==> src/hdl/swd_pkg.sv <==
// ----------------------------------------------------------------------------
// swd_pkg: shared constants and tables for the swerve wheel block
// Widths of the CORDIC datapaths, the gain correction and the arctangent table.
// ----------------------------------------------------------------------------
package swd_pkg;

  localparam int GUARD   = 8;
  localparam int ITERS   = 20;
  localparam int KINV    = 39797;
  localparam int CW      = 28;   // CORDIC x/y width
  localparam int ZW      = 34;   // CORDIC angle width
  localparam int SPW     = 17;   // unscaled speed width
  localparam int REG_COUNT = 8;

  localparam logic signed [ZW-1:0] QUARTER_TURN = 34'sd1073741824;
  localparam logic signed [ZW-1:0] HALF_TURN    = 34'sd2147483648;

  // arctangent of 2^-i in 32-bit binary angle units
  function automatic logic [31:0] atan_entry(input int i);
    logic [31:0] v;
    case (i)
      0:  v = 32'h20000000;
      1:  v = 32'h12E4051D;
      2:  v = 32'h09FB385B;
      3:  v = 32'h051111D4;
      4:  v = 32'h028B0D43;
      5:  v = 32'h0145D7E1;
      6:  v = 32'h00A2F61E;
      7:  v = 32'h00517C55;
      8:  v = 32'h0028BE53;
      9:  v = 32'h00145F2E;
      10: v = 32'h000A2F98;
      11: v = 32'h000517CC;
      12: v = 32'h00028BE6;
      13: v = 32'h000145F3;
      14: v = 32'h0000A2F9;
      15: v = 32'h0000517C;
      16: v = 32'h000028BE;
      17: v = 32'h0000145F;
      18: v = 32'h00000A2F;
      19: v = 32'h00000517;
      default: v = 32'h0;
    endcase
    return v;
  endfunction

  // clamp a 24-bit signed value to 16 bits
  function automatic logic signed [15:0] sat16(input logic signed [23:0] v);
    logic signed [15:0] r;
    if (v > 24'sd32767) r = 16'sh7FFF;
    else if (v < -24'sd32768) r = 16'sh8000;
    else r = v[15:0];
    return r;
  endfunction

endpackage

==> src/hdl/swd_vec_cell.sv <==
// ----------------------------------------------------------------------------
// swd_vec_cell: one vectoring-mode CORDIC step
// Drives the vector onto the positive axis while summing the angle.
// ----------------------------------------------------------------------------
module swd_vec_cell #(
  parameter int STAGE = 0
) (
  input  logic clk,
  input  logic en,
  input  logic signed [swd_pkg::CW-1:0] in_a,
  input  logic signed [swd_pkg::CW-1:0] in_b,
  input  logic signed [swd_pkg::ZW-1:0] in_z,
  input  logic                          in_zero,
  output logic signed [swd_pkg::CW-1:0] out_a,
  output logic signed [swd_pkg::CW-1:0] out_b,
  output logic signed [swd_pkg::ZW-1:0] out_z,
  output logic                          out_zero
);

  logic signed [swd_pkg::CW-1:0] sa, sb;
  logic signed [swd_pkg::ZW-1:0] at;

  assign sa = in_a >>> STAGE;
  assign sb = in_b >>> STAGE;
  assign at = {{(swd_pkg::ZW-32){1'b0}}, swd_pkg::atan_entry(STAGE)};

  // advance one micro-rotation
  always_ff @(posedge clk) begin
    if (en) begin
      if (in_b >= 0) begin
        out_a <= in_a + sb;
        out_b <= in_b - sa;
        out_z <= in_z + at;
      end else begin
        out_a <= in_a - sb;
        out_b <= in_b + sa;
        out_z <= in_z - at;
      end
      out_zero <= in_zero;
    end
  end

endmodule

==> config.mk <==
export PLATFORM = sky130hd
export DESIGN_NAME = swd_vec_cell
export DESIGN_NICKNAME = d
export VERILOG_FILES = /design/src/hdl/swd_pkg.sv /design/src/hdl/swd_vec_cell.sv
export SDC_FILE = /design/constraint.sdc
export NUM_CORES = 1
export LEC_CHECK = 0
export BUFFER_PORTS_ARGS = -buffer_cell sky130_fd_sc_hd__buf_2
export CORE_MARGIN = 5
export CORE_UTILIZATION = 55
export DETAILED_ROUTE_END_ITERATION = 12
export HOLD_SLACK_MARGIN = 0.12
export PLACE_DENSITY_LB_ADDON = 0.15
export RECOVER_POWER = 100
export SLEW_MARGIN = 20
export SYNTH_ARGS = -nofsm -noshare
export SYNTH_HDL_FRONTEND = slang
export SYNTH_SLANG_ARGS = --single-unit
==> constraint.sdc <==
create_clock -name clk -period 3.2 [get_ports clk]
set_input_delay 0.48 -clock clk [delete_from_list [all_inputs] [get_ports clk]]
set_output_delay 0.48 -clock clk [all_outputs]
set_load 0.01 [all_outputs]
### Word level (Yosys, flattened, before mapping)

Cells that the tools add are included.

* $add $sub $neg: 5
* $lt $le $gt $ge: 1
* mux-type cells: 3

Operators by type and width (count)
* $mux 28: 2
* $sub 28x28->28: 2
* $add 34x31->34 const B: 1
* $mux 34: 1
* $sub 34x31->34 const B: 1
* $add 28x28->28: 1
* $ge 28x1->1 const B: 1

* register bits: 91
* input port bits: 93
* output and inout port bits: 91
* word-level logic and storage cells: 13

### Depth between registers and ports, before layout

* word-level depth: 2
* depth in mapped cells: 11
* gate-level depth less buffers: 11

### Worst setup path after synthesis

Ideal clock, no wire load.

* kind: input to register
* start point: input port in_a[0] (netlist bit)
* end point: register out_a[24] (netlist bit) (data pin)
* stages on the path: 11
* arrival: 2634 ps
* setup slack: 301 ps
* setup time: 266 ps
* path buffers: 0
* data required time: 2934 ps
* cells stage by stage: ha_1 > inv_1 > fa_1 > o21bai_1 > o2111ai_1 > o2bb2ai_2 > o2111ai_2 > a311o_4 > a221oi_4 > a221oi_1 > or3b_1

* word-level cells in the longest chain between the ends: 2
* elaborated cells on any way between the ends: 3
* classes of those cells: add/sub: 2; mux: 1

RTL lines
* from (decl): RTL line swd_vec_cell.sv:10 `input logic signed [swd_pkg::CW-1:0] in_a,`
* $sub 28x28->28 / $add 28x28->28 (equally long branches): RTL line swd_vec_cell.sv:35, swd_vec_cell.sv:31
* $mux 28 *: RTL line swd_vec_cell.sv:30 `if (in_b >= 0) begin`
* to (signal assigned): RTL line swd_vec_cell.sv:31 `out_a <= in_a + sb;`
* to (signal assigned): RTL line swd_vec_cell.sv:35 `out_a <= in_a - sb;`
* to (decl): RTL line swd_vec_cell.sv:14 `output logic signed [swd_pkg::CW-1:0] out_a,`

Mark *: on every way between the ends. The rest lies on a longest branch, timed or not.
A chain may end at the register's enable or synchronous reset.

### Worst setup path in the final report

* start point: input port in_a[2] (netlist bit)
* end point: register out_b[24] (netlist bit) (data pin)

* word-level cells in the longest chain between the ends: 2
* elaborated cells on any way between the ends: 3
* classes of those cells: add/sub: 2; mux: 1

RTL lines
* $add 28x28->28 / $sub 28x28->28 (equally long branches): RTL line swd_vec_cell.sv:36, swd_vec_cell.sv:32
* $mux 28 *: RTL line swd_vec_cell.sv:30
* to (signal assigned): RTL line swd_vec_cell.sv:32 `out_b <= in_b - sa;`
* to (signal assigned): RTL line swd_vec_cell.sv:36 `out_b <= in_b + sa;`
* to (decl): RTL line swd_vec_cell.sv:15 `output logic signed [swd_pkg::CW-1:0] out_b,`

Marked as above.

==> impl_results.md <==
- HPWL after DPL: 17.93 mm
- Peak Freq: ~340 MHz
- CTS tree: done
- Net Sw Frac: 0.3289
- Largest net degree at the start of global routing: 56
- Syn nets: just over 1000
- Worst Path Required: 3.39 ns
- Leakage power: 4.104 nW
- Post-synth ARST share: 0
- #FFs+latches synth: 90
- Die H: 128.1 µm
- Area delta synth->final: 21.76%
- Outcome: finished, violations left
- Antenna Nets Post-Route: 0
- Final wirelength: ~23 mm
- CTS root buf: clkbuf_16
- Cell area after layout: 9348 µm²
- Max-Cap Viols: 1
- CP endpoint kind: register
- Placer congestion estimate: approximately 0.96
- Most common cell after layout, fill and taps aside: clkbuf_1
- Tcrit/Tclk final: 0.9263
- CP max stage delay: 0.44 ns
- Failing checks: max-capacitance violations, max-slew violations
- First-pass GRT wire length: about 35 mm
- GRT Util Overall: 0.2716
- Clk sink count: 90
- Die Width: 128.1 µm
- Seq/Total Area, Yosys: 0.3520
- Warnings, synthesis: 0
- CP max stage cell: a221oi_1
- Most frequent cells in the layout: 110 x clkbuf_1, 90 x edfxtp_1, 86 x a21oi_1, 86 x buf_2, 83 x ha_1
- Yosys top cell by area: edfxtp_1
- Ys flop type: edfxtp_1
- Final worst path period need: between 2 and 3 ns
- Arr. time, crit path: approximately 3.2 ns
- Post-synth top area share: 0.3520
- First-pass DRT Iterations: 5
- Grt total ovfl: 0
- Min-delay worst type: input port to register
- Initial Util: 0.5574
- Gate power share: 0.331
- Vias in the first global route: 6917
- RSZ-0062 raised after global routing: false
- Post-CTS setup buffers: 0
- Share of layout cells above drive strength 1: 0.1726
- Number of DRC markers in iteration 0: 623
- Non-Filler Instances: 1246
- Syn avg cell area: 9.228 µm²
- PwrDens: 454.3 nW/µm²
- Mapped Area: 7677 µm²
- Crit-path leading delay family: compound AO/OA/AOI/OAI gates
- Pint: 0.002850 W
- Clk pin slew, worst setup/hold paths: 0.08 ns
- Final setup viols: 0
- Crit path kind: input port to register
- Clock power frac: 0.299
- Diode count: 0
- Max transition margin: -0.04366
- Power share of the sequential group: 0.369
- Fillers: 1207
- Via Count: 7163
- Dpl cells: 1230
- I/O Pins: 184
- Largest vdd supply drop: ~0.27 mV
- Die area: 16420 µm²
- Worst-case clock buffer depth: 2
- Top post-synthesis cells by area: edfxtp_1 35%, ha_1 14%, a21oi_1 5.6%, xnor2_1 4.1%, inv_1 4.0%
- Post-synth cell types: 78
- Cts hold-fix bufs: 0
- Slew Limit Fails: 34
- Core area: 13770 µm²
- Worst Tran Pin Value: 1.565 ns
- Wire per inst: 18.26 µm
- Dpl cell area: 9180 µm²
- Synth Instances: 832
- Drt via density: 5.749
- Initial antenna violation count: 0
- Row count: 43
- Hold Vio Cnt, Final: 0
- Crit path max fanout: 9
- Input/output buffers: 183
- H-tree Lvls: 3
- Startpoint Class: input port
- Num CTS Buffers: 9
- Switch Pwr: 0.001397 W
- Cts repair resizes: 0
- Drt drc: 0
- CP Cell Sequence: clkbuf_1 -> inv_1 -> ha_1 -> nor2b_1 -> o2111ai_1 -> a31oi_1 -> a211o_1 -> a221oi_1 -> mux2i_1 -> o41ai_1 -> a211oi_1
- WP buf/inv: 2
- Number of synthesized flops with an enable pin: 90
- Layout Nets: about 1200
-- power groups by stage --
stage          clock network, W  registers [W]  logic [W]
2_1_floorplan                 0        0.00167   0.000771
3_3_place_gp                  0        0.00158    0.00143
3_5_place_dp                  0        0.00159    0.00145
4_1_cts                 0.00128        0.00156    0.00146
5_1_grt                 0.00134        0.00158    0.00154
6_report                0.00127        0.00157    0.00141
-- metal layers --
metal | vias to the layer above | GRT usage | routed length (µm)
li1 | 3456 | - | -
met1 | 3318 | 0.3608 | 9777
met2 | 350 | 0.4390 | 10320
met3 | 39 | 0.06167 | 2066
met4 | 0 | 0.09114 | 587
met5 | - | 0 | 0
-- path summary, 6_finish.rpt --
check / start / to / cells after the start
min: in_z[1] / out_z[1] / 1
max: in_a[2] / out_b[24] / 11
-- registers in the layout (all words and copies together) (netlist names) --
name,count
out_a,28
out_b,27
out_z,34
out_zero,1
-- through the flow --
stage / setup WS, ns / utilization / setup TNS [ns] / total power [W] / hold WS (ns)
6_report: 0.2358 / 0.6787 / 0 / 0.004247 / 0.2989
4_1_cts: 0.2669 / 0.6917 / 0 / 0.004307 / 0.2929
3_5_place_dp: -0.05241 / 0.6665 / -0.05241 / 0.003032 / 0.6589
2_1_floorplan: 0.3006 / - / 0 / 0.002438 / 0.5789
3_3_place_gp: -0.01693 / 0.6665 / -0.01693 / 0.003015 / 0.6566
5_1_grt: 0.06205 / 0.6787 / 0 / 0.004462 / 0.2878
-- synthesized netlist by cell type, drive strengths merged, types with 5 or more instances --
library cell,number
inv,84
a31oi,11
nor2b,8
nand2b,11
nand4,6
o211ai,10
and3,7
nand3,10
a21o,19
mux2i,16
clkbuf,19
a211oi,7
xnor2,36
o2111ai,5
o31a,5
o21bai,11
edfxtp,90
or3,9
o21a,6
nor2,59
a221oi,5
nand2,47
o31ai,6
xor2,14
nor4,6
buf,22
a21oi,86
nor3,20
ha,83
and2,8
o21ai,46
-- cells by family after synthesis --
kind of cell	share of synthesized area
and+or+nand+nor	0.1346
adders and majority gates	0.1431
xor gates and xnor gates	0.05704
DFF	0.3520
muxes	0.02233
AOI/OAI and AO/OA	0.2207
buffers and inverters	0.07024
-- area by class of cell --
cell class / count / area, µm² / area share
Clock inverter: 7 / 121.4 / 0.01298
Timing Repair Buffer: 259 / 1314 / 0.1405
Sequential cell: 90 / 2703 / 0.2891
Multi-Input combinational cell: 615 / 4432 / 0.4741
Tap cell: 180 / 225.2 / 0.02409
Inverter: 86 / 327.8 / 0.03507
Clock buffer: 9 / 225.2 / 0.02409
No activity file was read; power rests on OpenSTA's default activity.
