$ cat src/hdl/swd_pkg.sv
// ----------------------------------------------------------------------------
// swd_pkg: shared constants and tables for the swerve wheel block
// Widths of the CORDIC datapaths, the gain correction and the arctangent table.
// ----------------------------------------------------------------------------
package swd_pkg;

  localparam int GUARD   = 8;
  localparam int ITERS   = 20;
  localparam int KINV    = 39797;
  localparam int CW      = 28;   // CORDIC x/y width
  localparam int ZW      = 34;   // CORDIC angle width
  localparam int SPW     = 17;   // unscaled speed width
  localparam int REG_COUNT = 8;

  localparam logic signed [ZW-1:0] QUARTER_TURN = 34'sd1073741824;
  localparam logic signed [ZW-1:0] HALF_TURN    = 34'sd2147483648;

  // arctangent of 2^-i in 32-bit binary angle units
  function automatic logic [31:0] atan_entry(input int i);
    logic [31:0] v;
    case (i)
      0:  v = 32'h20000000;
      1:  v = 32'h12E4051D;
      2:  v = 32'h09FB385B;
      3:  v = 32'h051111D4;
      4:  v = 32'h028B0D43;
      5:  v = 32'h0145D7E1;
      6:  v = 32'h00A2F61E;
      7:  v = 32'h00517C55;
      8:  v = 32'h0028BE53;
      9:  v = 32'h00145F2E;
      10: v = 32'h000A2F98;
      11: v = 32'h000517CC;
      12: v = 32'h00028BE6;
      13: v = 32'h000145F3;
      14: v = 32'h0000A2F9;
      15: v = 32'h0000517C;
      16: v = 32'h000028BE;
      17: v = 32'h0000145F;
      18: v = 32'h00000A2F;
      19: v = 32'h00000517;
      default: v = 32'h0;
    endcase
    return v;
  endfunction

  // clamp a 24-bit signed value to 16 bits
  function automatic logic signed [15:0] sat16(input logic signed [23:0] v);
    logic signed [15:0] r;
    if (v > 24'sd32767) r = 16'sh7FFF;
    else if (v < -24'sd32768) r = 16'sh8000;
    else r = v[15:0];
    return r;
  endfunction

endpackage

$ cat src/hdl/swd_div_cell.sv
// ----------------------------------------------------------------------------
// swd_div_cell: one restoring-division step
// Produces quotient bit K of the speed normalization; bypassed items pass.
// ----------------------------------------------------------------------------
module swd_div_cell #(
  parameter int NW = 30,
  parameter int QW = 13,
  parameter int K  = 0
) (
  input  logic clk,
  input  logic en,
  input  logic [NW-1:0]          in_n,
  input  logic [swd_pkg::SPW-1:0] in_d,
  input  logic [QW-1:0]          in_q,
  input  logic                   in_bypass,
  input  logic [15:0]            in_dir,
  output logic [NW-1:0]          out_n,
  output logic [swd_pkg::SPW-1:0] out_d,
  output logic [QW-1:0]          out_q,
  output logic                   out_bypass,
  output logic [15:0]            out_dir
);

  logic [NW-1:0] dk;

  assign dk = NW'(in_d) << K;

  // subtract the shifted divisor when it fits
  always_ff @(posedge clk) begin
    if (en) begin
      if (!in_bypass && in_n >= dk) begin
        out_n    <= in_n - dk;
        out_q    <= in_q | (QW'(1) << K);
      end else begin
        out_n    <= in_n;
        out_q    <= in_q;
      end
      out_d      <= in_d;
      out_bypass <= in_bypass;
      out_dir    <= in_dir;
    end
  end

endmodule

$ cat config.mk
export PLATFORM = sky130hd
export DESIGN_NAME = swd_div_cell
export DESIGN_NICKNAME = d
export VERILOG_FILES = /design/src/hdl/swd_pkg.sv /design/src/hdl/swd_div_cell.sv
export SDC_FILE = /design/constraint.sdc
export NUM_CORES = 1
export LEC_CHECK = 0
export BUFFER_PORTS_ARGS = -buffer_cell sky130_fd_sc_hd__buf_2
export CAP_MARGIN = 40
export CORE_MARGIN = 2
export CORE_UTILIZATION = 40
export DETAILED_ROUTE_END_ITERATION = 16
export GPL_TIMING_DRIVEN = 0
export PLACE_DENSITY_LB_ADDON = 0.1
export SLEW_MARGIN = 20
export SYNTH_ARGS = -nofsm -noshare
export SYNTH_HDL_FRONTEND = slang
export SYNTH_SLANG_ARGS = --single-unit
$ cat constraint.sdc
create_clock -name clk -period 2.58 [get_ports clk]
set_input_delay 0.129 -clock clk [delete_from_list [all_inputs] [get_ports clk]]
set_output_delay 0.129 -clock clk [all_outputs]
set_load 0.01 [all_outputs]
; Word-level counts from Yosys, hierarchy flattened
; Index checks and enable logic that the tools add are counted.
[word_totals]
latchBits = 0
register_bits = 77
out_inout_bits = 77
mem_bits_rw = 0
romBits = 0
n_memories = 0
elab_cells = 11
[op_classes]
bitwise = 0
mux = 1
reduce_logical = 2
eq_ne = 0
n_shift = 0
mul = 0
div = 0
n_addsub = 1
order_cmp = 1
[op_table]
columns = cell, n
row1 = >= comparator 30 x 17 -> 1 bit, 1
row2 = two-way mux 30 bit, 1
row3 = subtractor 30 x 17 -> 30 bit, 1
row4 = logical AND 1 bit, 1
row5 = logical NOT 1 bit, 1

; Logic depth before layout (Yosys ltp)
[logic_depth]
ltp_word = 3
mapped_depth = 12

; Least setup slack after synthesis
; No wires, ideal clock.
[synth_timing]
path_type = input -> register
startpoint = in in_n[0]
endpoint = reg out_n[21] (data pin)
slack_ns = 0.323
setup_time_ns = 0.267
path_buffers = 1
t_arrival_ns = 1.991
cell_stages = 11
cell_sequence = inv_1 ha_1 fa_1 nor2b_1 o31a_1 o221ai_1 a21oi_1 o21bai_4 buf_6 nor3b_1 xor2_1
[synth_via]
elab_chain_cells = 3
word_cells_on_any_way = 4
classes_between = add/sub: 1 / order compare: 1 / mux: 1 / reduce/logical: 1
[synth_lines]
columns = item, line_no
row1 = start: declaration, swd_div_cell.sv:12  ; input logic [NW-1:0] in_n,
row2 = >= comparator 30 x 17 -> 1 bit, swd_div_cell.sv:31  ; if (!in_bypass && in_n >= dk) begin
row3 = logical AND 1 bit, swd_div_cell.sv:31
row4 = two-way mux 30 bit *, swd_div_cell.sv:31
row5 = end signal: assignment, swd_div_cell.sv:32  ; out_n <= in_n - dk;
row6 = end signal: assignment, swd_div_cell.sv:35  ; out_n <= in_n;
row7 = end: declaration, swd_div_cell.sv:17  ; output logic [NW-1:0] out_n,
; Every way passes the cells marked *; elsewhere a longest branch is shown, timed or not.
; A chain may end at the register's enable or synchronous reset.

; Worst setup path after layout
[layout_timing]
startpoint = in in_d[5] (netlist bit)
endpoint = reg out_n[26] (data pin)
[layout_via]
elab_chain_cells = 3
word_cells_on_any_way = 4
classes_between = add/sub: 1 / order compare: 1 / mux: 1 / reduce/logical: 1
[layout_lines]
columns = item, line_no
row1 = start: declaration, swd_div_cell.sv:13  ; input logic [swd_pkg::SPW-1:0] in_d,
row2 = >= comparator 30 x 17 -> 1 bit, swd_div_cell.sv:31
row3 = logical AND 1 bit, swd_div_cell.sv:31
row4 = two-way mux 30 bit *, swd_div_cell.sv:31
; Marked as above.

==> results.md <==
Setup path:
- At the worst endpoint, the required time is approximately 2.7 ns.
- The number of buffers and inverters on the critical path is 3.
- The kind of critical path is input pin to flop.
- Walking the worst path, the cells encountered are dlygate4sd3_1 > buf_2 > inv_1 > ha_1 > or2_2 > o221ai_1 > nand2_2 > a221o_1 > nor4_1 > xor2_1.
- The maximum net fanout on the critical path is 6.
- The endpoint arrival time on the critical path is 2.58 ns.
- The critical path's slowest cell is sky130_fd_sc_hd__dlygate4sd3_1.
- The worst setup path is captured at a flop.
- STA classifies the critical path startpoint as an input pin.
- The gate family responsible for the most delay along the worst path is simple AND/OR/NAND/NOR gates.
- The worst stage delay on the critical path is between 0.5 and 0.6 ns.

Clocking:
- In this run the deepest clock path goes through 2 buffers.
- The TritonCTS clock tree is done.
- The number of buffers created by CTS is 9.
- Clock-pin slew was measured on the worst setup and hold paths at 0.09 ns.
- The number of levels in the clock H-tree is 3.
- Counting every sink on the clock net gives 77.
- The library cell used as clock root buffer is sky130_fd_sc_hd__clkbuf_8.

Final layout:
- Compared with the post-synthesis result, the final layout area differs by 45.0%.
- The most common library cell in the layout ignoring fill and taps is sky130_fd_sc_hd__buf_2.
- The number of filler instances in the final layout is 758.
- The share of post-route cells with drive strength above 1 is 0.377.
- After the last flow step, the layout net total stands at 615.
- In the layout the commonest cells are 155 x sky130_fd_sc_hd__buf_2, 77 x sky130_fd_sc_hd__edfxtp_1, 46 x sky130_fd_sc_hd__dlygate4sd3_1.
- The number of antenna diodes in the final layout is 0.

STA:
- The slew at the pin with the worst max-slew slack is around 0.47 ns.
- The total negative slack for setup checks is 0 ns.
- Setup violations remaining at the end of the flow were counted as 0.
- The highest attainable clock frequency is 0.403 GHz.
- The worst pin sits at a relative slew slack of 0.685.
- After layout, the minimum clock period comes to 2.48 ns.
- In the finished design, the share of the clock period the worst path needs comes to 0.961.
- Setup repair after global routing could not meet its margin everywhere.
- The count of pins over their slew limit is 0.
- The hold violation total from the final report is 0.

Synth:
- For this run, the leading register cell type out of synthesis is sky130_fd_sc_hd__edfxtp_1.
- The cell count after synthesis came out at roughly 300.
- The number of enable flip-flop cells after synthesis is 77.
- The synthesized area per cell is 12.7 sq um.
- When the netlist entered floorplanning its net count stood at 398.
- The synthesized netlist occupies a cell area of 3820 sq um.
- The number of warning messages in the yosys log is 0.
- In the synthesized netlist the async set-or-reset flop fraction comes to 0.
- The sequential fraction of the synthesis area is 0.606.
- The post-synthesis sequential element count is 77.
- After synthesis, the netlist uses 50 different library cells.

GRT:
- The number of global-route vias before repair is 3023.
- The number of antenna violations at the first check in global routing was 0.
- Global routing finished with a remaining overflow of 0.
- The wire length of the first global-routing pass is roughly 14 mm.
- The maximum number of pins on one net before global-route repair is 52.
- The overall track demand over capacity in global routing is 0.180.

Hold path:
- In this run the worst hold path is classified as input pin to flop.
- The hold-critical path endpoint is out_q[0].
- The worst hold path depth is 2.
- The start point of the worst hold path is in_q[0].

Floorplanning:
- The initialized floorplan defines 35 standard-cell rows.
- The area enclosed by the die boundary is 10300 sq um.
- The I/O pin total is 156.
- The initial standard-cell utilization of the core is 0.413.
- The floorplan die width is 102 um.
- The die is 102 um tall.
- In this run the standard cell core region covers 9240 sq um.

Power and ir drop:
- For this design the total switching power over the nets is 0.000873 W.
- The maximum ir drop on the vdd rail is 0.252 mV.
- Power comes to around 0.0030 W.
- In this run the power density over the cells is 551 nW/um^2.
- In this run the static leakage power is around 2.4 nW.
- The part of the total power dissipated in combinational logic is 0.213.
- The internal portion of the total power is 0.00217 W.
- Of the total power, registers draw 0.502.
- Of the total power, the share spent switching nets is 0.286.
- The part of the power in the clock network is 0.285.

Placement:
- The count of input and output buffers is 155.
- At the end of routability-driven placement, the weighted congestion stood at slightly above 0.8.
- Once detailed placement completed, the half-perimeter wirelength came to 6.73 mm.

Route:
- The violation count after the first detailed-route iteration is 85.
- The first detailed-routing pass ran for 4 iterations.
- The routed layout has around 3.1k vias.
- The final routed wire length divided by cell count is ~15 um.
- After detailed routing, the total wire length is between 9 and 10 mm.
- After detailed routing, the number of remaining DRC violations is 0.
- The detail route stage leaves a number of antenna-violating nets equal to 0.
- Using the TritonRoute via totals, the vias-per-cell ratio works out to 4.81.

Run:
- Across the run, the number of max-cap violations was 0.

Status:
- The flow ran to the end, and the final reports show no timing, DRC or antenna violations.
[sequential cells by signal, summed over array words and instances (netlist names)]
name / count
out_q: 13
out_n: 30
out_dir: 16
out_bypass: 1
out_d: 17
[power groups by stage]
stage,logic (W),clock network [W],registers (W)
floorplan,0.000247,0,0.00163
global placement,0.000563,0,0.00156
detailed placement,0.000575,0,0.00156
CTS,0.000631,0.000892,0.00153
global route,0.000719,0.000934,0.00154
finish,0.000650,0.000868,0.00153
[how the worst max path moves through the flow]
| stage | start | to | slack [ns] | cells after the start |
|---|---|---|---|---|
| after floorplan | in_n[0] | out_n[21] | 0.32 | 11 |
| after global placement | in_n[0] | out_n[24] | -0.11 | 12 |
| after detailed placement | in_n[0] | out_n[24] | -0.09 | 12 |
| after CTS | in_d[5] | out_n[19] | 0.01 | 10 |
| after global routing | in_d[5] | out_n[25] | -0.05 | 11 |
| final | in_d[5] | out_n[26] | 0.1 | 10 |
[cells by family after synthesis]
group                      Yosys count  synth area share
AOI/OAI and AO/OA                   68             0.115
DFF                                 77             0.606
buffers and inverters               26            0.0318
xor gates and xnor gates            25            0.0574
muxes                                1           0.00262
adders and majority gates           18            0.0610
and+or+nand+nor                     86             0.127
[cell usage after synthesis (3+ instances only)]
master                     count  area, sq um
sky130_fd_sc_hd__nor2_1       10         37.5
sky130_fd_sc_hd__edfxtp_1     77         2310
sky130_fd_sc_hd__a21o_1        5         37.5
sky130_fd_sc_hd__xnor2_1       8         70.1
sky130_fd_sc_hd__nand2_1      24         90.1
sky130_fd_sc_hd__nand3_1       5         25.0
sky130_fd_sc_hd__o21ai_0      13         65.1
sky130_fd_sc_hd__xor2_1       17          149
sky130_fd_sc_hd__o21ai_1      13         65.1
sky130_fd_sc_hd__a31oi_1       4         25.0
sky130_fd_sc_hd__ha_1         17          213
sky130_fd_sc_hd__nand2b_1      5         31.3
sky130_fd_sc_hd__and3_1        4         25.0
sky130_fd_sc_hd__a21oi_1      12         60.1
sky130_fd_sc_hd__a211oi_1      3         22.5
sky130_fd_sc_hd__nor4_1        7         43.8
sky130_fd_sc_hd__inv_1        21         78.8
sky130_fd_sc_hd__o21a_1        5         37.5
sky130_fd_sc_hd__nor3_1        9         45.0
sky130_fd_sc_hd__nor2b_1       5         31.3
sky130_fd_sc_hd__buf_6         3         33.8
[per-stage QoR]
stage,hold WS [ns],cell area (sq um),util,setup slack [ns],std cells
final,0.0327,5540,0.599,0.0999,652
after global placement,0.305,4750,0.515,-0.109,585
after CTS,0.0205,5430,0.587,0.0121,648
after global routing,0.0354,5540,0.599,-0.0493,652
after detailed placement,0.308,4780,0.518,-0.0879,586
after floorplan,0.228,3820,-,0.323,301
[per-layer routing]
layer	global-route usage	part of all wire	vias to the layer above	wire length, um
met5	0	0	-	0
met3	0.0366	0.067	12	646
met1	0.246	0.47	1444	4540
met4	0.0624	0.014	0	137
met2	0.286	0.45	116	4340
li1	-	-	1567	-
[cell type report]
class	instances	area (sq um)	share of cell area
clock buffers	9	124	0.0224
inverters	21	78.8	0.0142
clock inverters	7	57.6	0.0104
multi-input cells	198	1460	0.264
repair buffers	206	1300	0.234
flip-flops and latches	77	2310	0.418
plain buffers	5	42.5	0.00769
well taps	129	161	0.0292
[what timing repair did]
action,4_1_cts,5_1_grt
hold endpoints to repair,46,0
hold buffers,46,0
gates resized for setup,0,16
setup buffers,0,4
setup endpoints to repair,0,28
Power figures use the tool's default switching activity.
